===== src/design/uop_pkg.sv =====
`timescale 1ns / 1ps
// ----------------------------------------------------------------------------
// UTC offset parser package
// Character codes, phase encoding, scale constants and the record that
// passes a finished offset from the parser to the result stage.
// ----------------------------------------------------------------------------
package uop_pkg;

  localparam logic [7:0] CH_PLUS  = 8'h2B;
  localparam logic [7:0] CH_MINUS = 8'h2D;
  localparam logic [7:0] CH_COLON = 8'h3A;
  localparam logic [7:0] CH_ZERO  = 8'h30;
  localparam logic [6:0] RADIX    = 7'd10;

  localparam int TDATA_W  = 72;
  localparam int MICROS_W = 40;

  localparam logic signed [MICROS_W-1:0] US_PER_HOUR   = 40'sd3600000000;
  localparam logic signed [MICROS_W-1:0] US_PER_MINUTE = 40'sd60000000;
  localparam logic signed [MICROS_W-1:0] US_PER_SECOND = 40'sd1000000;

  typedef enum logic [3:0] {
    PH_SIGN,
    PH_H1,
    PH_H2,
    PH_SEP,
    PH_M1,
    PH_M2,
    PH_SEP2,
    PH_S1,
    PH_S2,
    PH_DONE,
    PH_FAIL
  } uop_phase_t;

  typedef struct packed {
    logic              accepted;
    logic signed [7:0] hours;
    logic signed [7:0] minutes;
    logic signed [7:0] seconds;
    logic [3:0]        consumed;
  } uop_done_t;

endpackage


===== src/design/utc_offset_parser_top.sv =====
`timescale 1ns / 1ps
// ----------------------------------------------------------------------------
// UTC offset parser
// Parses a [+-]HH[[:]MM[:SS]] offset one character per beat and reports the
// signed fields and the offset in microseconds on the last character.
// ----------------------------------------------------------------------------
//   channel   dir   payload                         beat marker
//   s_*       in    one character                   tlast = final character
//   m_*       out   hours..offset_micros, accepted  one beat per text
//
// One character is taken per cycle, back to back, with no gaps between texts,
// unless a last character waits for room in a full done register. A result
// beat passes the input register, the parser/done register, then the output
// register after the microsecond scaling. Reset is synchronous and clears the
// phase machine and every valid flag. A stalled output holds its beat; the done
// register and the input register keep taking characters until both are full.
// ----------------------------------------------------------------------------
module utc_offset_parser_top (
  input  logic                        clk,
  input  logic                        rst,
  input  logic                        s_tvalid,
  output logic                        s_tready,
  input  logic [7:0]                  s_tdata,   // [7:0] char_code
  input  logic                        s_tlast,   // last_char
  output logic                        m_tvalid,
  input  logic                        m_tready,
  // [7:0] hours, [15:8] minutes, [23:16] seconds, [27:24] consumed_length,
  // [67:28] offset_micros, [71:68] zero
  output logic [uop_pkg::TDATA_W-1:0] m_tdata,
  output logic                        m_tuser    // accepted
);
  import uop_pkg::*;

  logic      done_valid;
  logic      done_ready;
  uop_done_t done;

  uop_parser u_parser (
    .clk        (clk),
    .rst        (rst),
    .s_tvalid   (s_tvalid),
    .s_tready   (s_tready),
    .s_tdata    (s_tdata),
    .s_tlast    (s_tlast),
    .done_valid (done_valid),
    .done_ready (done_ready),
    .done       (done)
  );

  uop_result u_result (
    .clk        (clk),
    .rst        (rst),
    .done_valid (done_valid),
    .done_ready (done_ready),
    .done       (done),
    .m_tvalid   (m_tvalid),
    .m_tready   (m_tready),
    .m_tdata    (m_tdata),
    .m_tuser    (m_tuser)
  );

endmodule


===== src/design/uop_parser.sv =====
`timescale 1ns / 1ps
// ----------------------------------------------------------------------------
// UTC offset parser front end
// Input register, character phase machine with digit accumulators, and the
// register that holds a finished offset until the result stage takes it.
// ----------------------------------------------------------------------------
module uop_parser (
  input  logic             clk,
  input  logic             rst,
  input  logic             s_tvalid,
  output logic             s_tready,
  input  logic [7:0]       s_tdata,
  input  logic             s_tlast,
  output logic             done_valid,
  input  logic             done_ready,
  output uop_pkg::uop_done_t done
);
  import uop_pkg::*;

  logic       in_valid;
  logic [7:0] in_char;
  logic       in_last;
  logic       parse_take;

  uop_phase_t phase, phase_next;
  logic       negative_sign, negative_sign_next;
  logic       colon_seen, colon_seen_next;
  logic [3:0] held_digit, held_digit_next;
  logic [6:0] hour_value, hour_value_next;
  logic [6:0] minute_value, minute_value_next;
  logic [6:0] second_value, second_value_next;
  logic [3:0] consumed_count, consumed_count_next;

  logic       is_digit;
  logic [3:0] digit;
  logic [6:0] pair_value;
  logic       accepted;
  uop_done_t  done_next;

  // A character that ends a text needs room in the done register.
  assign parse_take = in_valid && (!in_last || !done_valid || done_ready);
  assign s_tready   = !in_valid || parse_take;

  always_ff @(posedge clk) begin
    if (rst) begin
      in_valid <= 1'b0;
    end else if (s_tvalid && s_tready) begin
      in_valid <= 1'b1;
    end else if (parse_take) begin
      in_valid <= 1'b0;
    end
  end

  always_ff @(posedge clk) begin
    if (s_tvalid && s_tready) begin
      in_char <= s_tdata;
      in_last <= s_tlast;
    end
  end

  assign is_digit   = (in_char >= CH_ZERO) && (in_char <= CH_ZERO + 8'd9);
  assign digit      = in_char[3:0];
  assign pair_value = {3'b000, held_digit} * RADIX + {3'b000, digit};

  always_comb begin
    phase_next = phase;
    case (phase)
      PH_SIGN: begin
        phase_next = (in_char == CH_PLUS || in_char == CH_MINUS) ? PH_H1 : PH_FAIL;
      end
      PH_H1:   phase_next = is_digit ? PH_H2 : PH_FAIL;
      PH_H2:   phase_next = is_digit ? PH_SEP : PH_FAIL;
      PH_SEP: begin
        if (in_char == CH_COLON) begin
          phase_next = PH_M1;
        end else if (is_digit) begin
          phase_next = PH_M2;
        end else begin
          phase_next = PH_DONE;
        end
      end
      PH_M1:   phase_next = is_digit ? PH_M2 : PH_DONE;
      PH_M2:   phase_next = (is_digit && colon_seen) ? PH_SEP2 : PH_DONE;
      PH_SEP2: phase_next = (in_char == CH_COLON) ? PH_S1 : PH_DONE;
      PH_S1:   phase_next = is_digit ? PH_S2 : PH_DONE;
      PH_S2:   phase_next = PH_DONE;
      default: phase_next = phase;
    endcase
  end

  always_comb begin
    negative_sign_next  = negative_sign;
    colon_seen_next     = colon_seen;
    held_digit_next     = held_digit;
    hour_value_next     = hour_value;
    minute_value_next   = minute_value;
    second_value_next   = second_value;
    consumed_count_next = consumed_count;
    case (phase)
      PH_SIGN: begin
        if (in_char == CH_PLUS || in_char == CH_MINUS) begin
          negative_sign_next = (in_char == CH_MINUS);
        end
      end
      PH_H1: begin
        if (is_digit) begin
          held_digit_next = digit;
        end
      end
      PH_H2: begin
        if (is_digit) begin
          hour_value_next     = pair_value;
          consumed_count_next = 4'd3;
        end
      end
      PH_SEP: begin
        if (in_char == CH_COLON) begin
          colon_seen_next     = 1'b1;
          consumed_count_next = 4'd4;
        end else if (is_digit) begin
          held_digit_next = digit;
        end
      end
      PH_M1, PH_S1: begin
        if (is_digit) begin
          held_digit_next = digit;
        end
      end
      PH_M2: begin
        if (is_digit) begin
          minute_value_next   = pair_value;
          consumed_count_next = consumed_count + 4'd2;
        end
      end
      PH_SEP2: begin
        if (in_char == CH_COLON) begin
          consumed_count_next = consumed_count + 4'd1;
        end
      end
      PH_S2: begin
        if (is_digit) begin
          second_value_next   = pair_value;
          consumed_count_next = consumed_count + 4'd2;
        end
      end
      default: begin
      end
    endcase
  end

  assign accepted = !(phase_next == PH_SIGN || phase_next == PH_H1 ||
                      phase_next == PH_H2 || phase_next == PH_FAIL);

  always_comb begin
    done_next = '0;
    if (accepted) begin
      done_next.accepted = 1'b1;
      done_next.hours    = negative_sign_next ? 8'sd0 - $signed({1'b0, hour_value_next})
                                              : $signed({1'b0, hour_value_next});
      done_next.minutes  = negative_sign_next ? 8'sd0 - $signed({1'b0, minute_value_next})
                                              : $signed({1'b0, minute_value_next});
      done_next.seconds  = negative_sign_next ? 8'sd0 - $signed({1'b0, second_value_next})
                                              : $signed({1'b0, second_value_next});
      done_next.consumed = consumed_count_next;
    end
  end

  // The last character of a text returns the machine to its idle state.
  always_ff @(posedge clk) begin
    if (rst || (parse_take && in_last)) begin
      phase          <= PH_SIGN;
      negative_sign  <= 1'b0;
      colon_seen     <= 1'b0;
      held_digit     <= '0;
      hour_value     <= '0;
      minute_value   <= '0;
      second_value   <= '0;
      consumed_count <= '0;
    end else if (parse_take) begin
      phase          <= phase_next;
      negative_sign  <= negative_sign_next;
      colon_seen     <= colon_seen_next;
      held_digit     <= held_digit_next;
      hour_value     <= hour_value_next;
      minute_value   <= minute_value_next;
      second_value   <= second_value_next;
      consumed_count <= consumed_count_next;
    end
  end

  always_ff @(posedge clk) begin
    if (rst) begin
      done_valid <= 1'b0;
    end else if (parse_take && in_last) begin
      done_valid <= 1'b1;
    end else if (done_ready) begin
      done_valid <= 1'b0;
    end
  end

  always_ff @(posedge clk) begin
    if (parse_take && in_last) begin
      done <= done_next;
    end
  end

endmodule


===== src/design/uop_result.sv =====
`timescale 1ns / 1ps
// ----------------------------------------------------------------------------
// UTC offset parser result stage
// Scales the signed fields to microseconds and holds the output beat.
// ----------------------------------------------------------------------------
module uop_result (
  input  logic                      clk,
  input  logic                      rst,
  input  logic                      done_valid,
  output logic                      done_ready,
  input  uop_pkg::uop_done_t        done,
  output logic                      m_tvalid,
  input  logic                      m_tready,
  output logic [uop_pkg::TDATA_W-1:0] m_tdata,
  output logic                      m_tuser
);
  import uop_pkg::*;

  logic signed [MICROS_W-1:0] hours_ext, minutes_ext, seconds_ext;
  logic signed [MICROS_W-1:0] hour_us, minute_us, second_us, micros;

  assign done_ready = !m_tvalid || m_tready;

  assign hours_ext   = {{(MICROS_W-8){done.hours[7]}}, done.hours};
  assign minutes_ext = {{(MICROS_W-8){done.minutes[7]}}, done.minutes};
  assign seconds_ext = {{(MICROS_W-8){done.seconds[7]}}, done.seconds};

  // Constant multipliers; the operands are 8-bit values sign-extended.
  assign hour_us   = hours_ext * US_PER_HOUR;
  assign minute_us = minutes_ext * US_PER_MINUTE;
  assign second_us = seconds_ext * US_PER_SECOND;
  assign micros    = hour_us + minute_us + second_us;

  always_ff @(posedge clk) begin
    if (rst) begin
      m_tvalid <= 1'b0;
    end else if (done_valid && done_ready) begin
      m_tvalid <= 1'b1;
    end else if (m_tready) begin
      m_tvalid <= 1'b0;
    end
  end

  always_ff @(posedge clk) begin
    if (done_valid && done_ready) begin
      m_tuser <= done.accepted;
      m_tdata <= {4'b0000, micros, done.consumed, done.seconds, done.minutes, done.hours};
    end
  end

endmodule


===== config.mk =====
export PLATFORM = sky130hd
export DESIGN_NAME = utc_offset_parser_top
export DESIGN_NICKNAME = d
export VERILOG_FILES = /design/src/design/uop_pkg.sv /design/src/design/utc_offset_parser_top.sv /design/src/design/uop_parser.sv /design/src/design/uop_result.sv
export SDC_FILE = /design/constraint.sdc
export NUM_CORES = 1
export LEC_CHECK = 0
export ABC_AREA = 1
export BUFFER_PORTS_ARGS = -buffer_cell sky130_fd_sc_hd__buf_2
export CORE_UTILIZATION = 55
export CTS_CLUSTER_DIAMETER = 150
export DETAILED_ROUTE_END_ITERATION = 16
export PLACE_DENSITY = 0.77
export SLEW_MARGIN = 20
export SYNTH_ARGS = -nofsm -noshare
export SYNTH_HDL_FRONTEND = slang
export SYNTH_HIERARCHICAL = 1
export SYNTH_SLANG_ARGS = --single-unit

===== constraint.sdc =====
create_clock -name clk -period 8 [get_ports clk]
set_input_delay 0.8 -clock clk [delete_from_list [all_inputs] [get_ports clk]]
set_output_delay 0.8 -clock clk [all_outputs]
set_load 0.01 [all_outputs]

# Word level (Yosys, flattened, before mapping)
# Cells that the tools add are included.
[op_classes]
reduce_logical = 30
bitwise = 1
n_eq_ne = 15
mux = 35
n_addsub = 8
magnitude_cmp = 2
n_mul = 4
[ops]
columns = ["operator", "n"]
rows = [
  ["$add 40x40->40", 2],
  ["$mux 4", 13],
  ["$mux 7", 6],
  ["$pmux 4 s9", 1],
  ["$mul 8x23->30 const B", 1],
  ["$mux 29", 1],
  ["$mul 8x19->27 const B", 1],
  ["$eq 8x6->1 const B", 3],
  ["$mux 8", 3],
  ["$sub 1x7->8 const A", 3],
  ["$mul 8x15->23 const B", 1],
  ["$eq 4x3->1 const B", 4],
  ["$pmux 4 s4", 1],
  ["$eq 4x2->1 const B", 3],
  ["$logic_or 1x1->1", 9],
  ["$mux 1", 9],
  ["$eq 4x1->1 const B", 2],
  ["$eq 4x4->1 const B", 2],
  ["$ge 8x6->1 const B", 1],
  ["$le 8x6->1 const B", 1],
  ["$logic_not 4->1", 2],
  ["$pmux 4 s2", 1],
  ["$reduce_bool 2->1", 4],
  ["$add 7x4->7", 1],
  ["10 further kinds", 20],
]
[totals]
inputBits = 13
output_inout_bits = 75
wordCells = 118
ff_bits = 145

# Depth between registers and ports, before layout
[logic_depth]
ltp_word = 10
ltp_mapped = 33
mapped_depth_nobuf = 33

# By module
# Netlist, hierarchy kept.
[by_module_without_submodules]
columns = ["module", "cells_each", "area_per_inst_um2", "seq_area_each_um2", "instances"]
rows = [
  ["uop_result", 1410, 12017.8, 1851.8, 1],
  ["uop_parser", 618, 4493.1, 1881.8, 1],
]

# Worst setup path after synthesis
# Ideal clock, no wire load.
[synth_path]
kind = "register to register"
start = "register u_parser/done[6] (netlist name)"
end = "register u_result/m_tdata[66] (netlist bit) (data pin)"
period_less_slack_ns = 6.214
required_time_ns = 7.735
path_slack_ns = 1.786
arrival_time_ns = 5.949
setup_time_ns = 0.265
n_path_buf = 0
stages_incl_launch_ff = 27
cell_sequence = "edfxtp_1 > fa_1 > inv_1 > fa_1 > inv_1 > fa_1 > inv_1 > fa_1 > inv_1 > ha_1 > a21oi_1 > o21ai_0 > inv_1 > nor2_1 > nor2_1 > nand3_1 > nand2_1 > nand2_1 > fa_1 > inv_1 > ha_1 > a21oi_1 > o21ai_0 > o21bai_1 > a221oi_1 > o21ai_0 > xor2_1"
[synth_between]
elab_chain_cells = 2
[synth_rtl]
columns = ["element", "line", "rtl"]
rows = [
  ["$mul 8x15->23", "uop_result.sv:31", "assign second_us = seconds_ext * US_PER_SECOND;"],
  ["$add 40x40->40", "uop_result.sv:32", "assign micros = hour_us + minute_us + second_us;"],
  ["net u_result.micros[38]", "uop_result.sv:20", "logic signed [MICROS_W-1:0] hour_us, minute_us, second_us, micros;"],
  ["to (signal assigned)", "uop_result.sv:47", "m_tdata <= {4'b0000, micros, done.consumed, done.seconds, done.minutes, done.hours};"],
  ["to (decl)", "uop_result.sv:14", "output logic [uop_pkg::TDATA_W-1:0] m_tdata,"],
]
# The timed path passes the listed nets, and every way through them passes these cells.
# A chain may end at the register's enable or synchronous reset.

# Worst setup path in the final report
[layout_path]
start = "register u_parser/done[6] (netlist name)"
end = "register u_result/m_tdata[67] (netlist bit) (data pin)"
[layout_between]
elab_chain_cells = 2
[layout_rtl]
columns = ["element", "line"]
rows = [
  ["$mul 8x15->23", "uop_result.sv:31"],
  ["$add 40x40->40", "uop_result.sv:32"],
  ["net u_result.micros[39]", "uop_result.sv:20"],
]
# The timed path passes the listed nets, and every way through them passes these cells.

==> impl_results.md <==
- Pre-antenna DRT Iters: 5
- FF-to-FF End: u_result/m_tdata[67]$_DFFE_PP_
- Post-route DRC: 0
- Slowest stage cell, crit path: fa_1
- Most common cell after layout, fill and taps aside: inv_1
- Post-CTS Repair Setup Buffers: 0
- Htree depth: 4
- Final worst slack: 1209 ps
- Clock buffer depth: 2
- Cells after synthesis: 2028
- Cell mode on critical path: inv_1
- Max Slew Vio Count: 0
- Launch point of the worst reg-to-reg path: u_parser/done[6]$_SDFFCE_PP0P_
- Clk_lat worst skew: 440 ps
- First-pass GRT wire length: 66.81 mm
- WP data arrival: 7000 ps
- Starting density of the core: 55.86%
- Max cap viols: 0
- Antenna fix cells: 0
- Root Driver: clkbuf_16
- Antenna Violating Nets Remaining: 0
- Met1 wire length: 17.57 mm
- Crit start category: flip-flop
- Finish-stage setup viols: 0
- Post-synth EDFFs: 99
- Initial antenna violation count: 0
- Resize count post-CTS: 0
- CP max stage delay: 630 ps
- Per-cell routed wire length: 16.24 microns
- Number of global-route vias before repair: 13320
- Reg2reg path depth: 28
- Die area: 0.03072 sq mm
- Clock sink count: 137
- Synth Area per Inst: 8.141 sq um
- Fraction of registers with async set/reset: 0%
- Synth Flop Type: edfxtp_1
- Drt initial violations: 893
- Fin cells: 2515
- Synth-to-Final Area Change: 8.707%
- Pin count of the biggest net entering global routing: 39
- Met3 Wirelength: 1.675 mm
- Post-Route WL: 40.85 mm
- Hold_sp: u_parser/done[0]$_SDFFCE_PP0P_
- RSZ-0062 raised after global routing: no
- CTS tree: yes
- IO Port Bufs: 77
- Core Rows: 63
- CP Max Fanout: 9
- Critical Path Sink Type: flip-flop
- Slew @ Worst Pin: 1138 ps
- Clock Skew: 13.52 ps
- Util after Layout: 60.72%
- Period utilization: 84.89%
- Pre-CTS setup slack: 1197 ps
- Fin. Hold Viols: 0
- DP Wirelength: 33.74 mm
- R2R setup slack: 1210 ps
- Hold Path Depth: 0
- Global placer's final weighted congestion: 0.9510
- Detailed-route via count: 13330
- Worst Hold Path EP: u_result/m_tdata[24]$_DFFE_PP_
- Setup TNS Final: 0 ps
- Top Metal Used: met4
- Maximum clock frequency: 0.1473 GHz
- Met2 routed WL: 20.29 mm
- Die Wd: 175.3 microns
- Post-Place Cells: 2482
- GRT Overall Usage: 27.66%
- Hold-fix buffers, CTS: 0
- Share of layout cells above drive strength 1: 10.45%
- Core box area: 0.02956 sq mm
- Post-Synthesis Cell Area: 0.01651 sq mm
- Synth warn: 6
- P_leak: 9.482 nW
- Status: completed
- Synth unique cells: 58
- PwrDens: 256.8 mW/mm^2
- Register bit count reported by yosys: 137
- Worst hold path type: flip-flop to flip-flop
- CP required: 8210 ps
- Num CTS Buffers: 17
- Nets: 2489
- I/O Pins: 88
- Post-synthesis sequential area ratio: 22.61%
- Tmin final: 6791 ps
- Most frequent cells in the layout: inv_1, nand2_1, ha_1, nor2_1, fa_1
- Max IR drop VDD: 0.2170 mV
- Grt total ovfl: 0
- Slew HR: 23.96%
- Clock transition at the registers of the reported paths: 70 ps
- Crit Path Category: flip-flop to flip-flop
- Drt via density: 5.299
- Die outline height: 175.3 microns
-- power by group --
part	internal [W]	switching, W	total [W]
Clock	0.000525	0.000334	0.000859
Combinational	0.000981	0.00181	0.00279
Sequential	0.000927	0.0000279	0.000955
Total	0.00243	0.00218	0.00461
-- sequential cells by signal (all words and copies together), names as in the netlist --
signal,flops
u_parser/colon_seen,1
u_parser/consumed_count,4
u_parser/done,29
u_parser/done_valid,1
u_parser/held_digit,4
u_parser/hour_value,7
u_parser/in_char,8
u_parser/in_last,1
u_parser/in_valid,1
u_parser/minute_value,7
u_parser/negative_sign,1
u_parser/phase,4
u_parser/second_value,7
u_result/m_tdata,60
u_result/m_tuser,1
u_result/m_tvalid,1
-- kinds of logic after synthesis --
group | Yosys count | synth area share (%)
other | 1 | 0.02271
XOR/XNOR | 88 | 4.668
AO/OA/AOI/OAI | 273 | 10.17
flip-flops | 137 | 22.61
buffers and inverters | 480 | 11.34
adder cells (fa/ha/maj) | 364 | 32.95
AND/OR/NAND/NOR | 685 | 18.24
-- critical path: cells and delay by family, from the launching register on --
| kind | cells | cell delay [ps] |
|---|---|---|
| AND/OR/NAND/NOR | 8 | 1110 |
| buffers and inverters | 7 | 380 |
| flip-flops | 1 | 530 |
| adder cells (fa/ha/maj) | 7 | 3470 |
| AO/OA/AOI/OAI | 6 | 1040 |
-- cells in the mapped netlist (11+ instances only) --
| master | instances | area, sq um |
|---|---|---|
| o21ai_2 | 18 | 157.7 |
| inv_2 | 16 | 60.06 |
| nand4_1 | 15 | 93.84 |
| inv_1 | 437 | 1640 |
| xnor2_1 | 37 | 324.1 |
| nor3_1 | 20 | 100.1 |
| buf_4 | 12 | 90.09 |
| nand2_1 | 361 | 1355 |
| ha_1 | 246 | 3078 |
| fa_1 | 118 | 2362 |
| nor2_1 | 147 | 551.8 |
| o21ai_0 | 58 | 290.3 |
| nand2_2 | 22 | 137.6 |
| nor2_2 | 11 | 68.82 |
| xor2_1 | 51 | 446.7 |
| a21oi_1 | 117 | 585.6 |
| o211ai_1 | 12 | 90.09 |
| edfxtp_1 | 99 | 2973 |
| dfxtp_1 | 38 | 760.7 |
| nand3_1 | 67 | 335.3 |
-- final cells by class --
cell class                      count  area (sq um)
Clock buffer                       19         432.9
Clock inverter                     13         192.7
Fill cell                        2610         11610
Inverter                          453          1700
Multi-Input combinational cell   1420         10960
Sequential cell                   137          3734
Tap cell                          390         488.0
Timing Repair Buffer               83         437.9
-- how the worst max path moves through the flow --
stage | from | to | slack, ps | depth (start not counted)
6_report | u_parser/done[6]$_SDFFCE_PP0P_ | u_result/m_tdata[67]$_DFFE_PP_ | 1210 | 28
4_1_cts | u_parser/done[6]$_SDFFCE_PP0P_ | u_result/m_tdata[67]$_DFFE_PP_ | 1220 | 28
3_3_place_gp | u_parser/done[6]$_SDFFCE_PP0P_ | u_result/m_tdata[67]$_DFFE_PP_ | 1320 | 28
2_1_floorplan | u_parser/done[6]$_SDFFCE_PP0P_ | u_result/m_tdata[66]$_DFFE_PP_ | 1790 | 26
5_1_grt | u_parser/done[6]$_SDFFCE_PP0P_ | u_result/m_tdata[67]$_DFFE_PP_ | 680 | 28
3_5_place_dp | u_parser/done[6]$_SDFFCE_PP0P_ | u_result/m_tdata[67]$_DFFE_PP_ | 1200 | 28
-- metal layers --
metal / vias up / track usage [%]
li1: 6603 / -
met3: 64 / 3.355
met5: - / 0
met1: 6316 / 34.56
met2: 343 / 48.89
met4: 0 / 10.22
-- through the flow --
step | cell area (sq um) | hold slack, ps | total power (W)
floorplan | 16540 | 400.3 | 0.003001
global placement | 17310 | 403.5 | 0.003705
detailed placement | 17310 | 405.1 | 0.003725
CTS | 17930 | 423.0 | 0.004601
global route | 17950 | 435.8 | 0.004974
finish | 17950 | 420.8 | 0.004609
(Power assumes the default switching activity.)
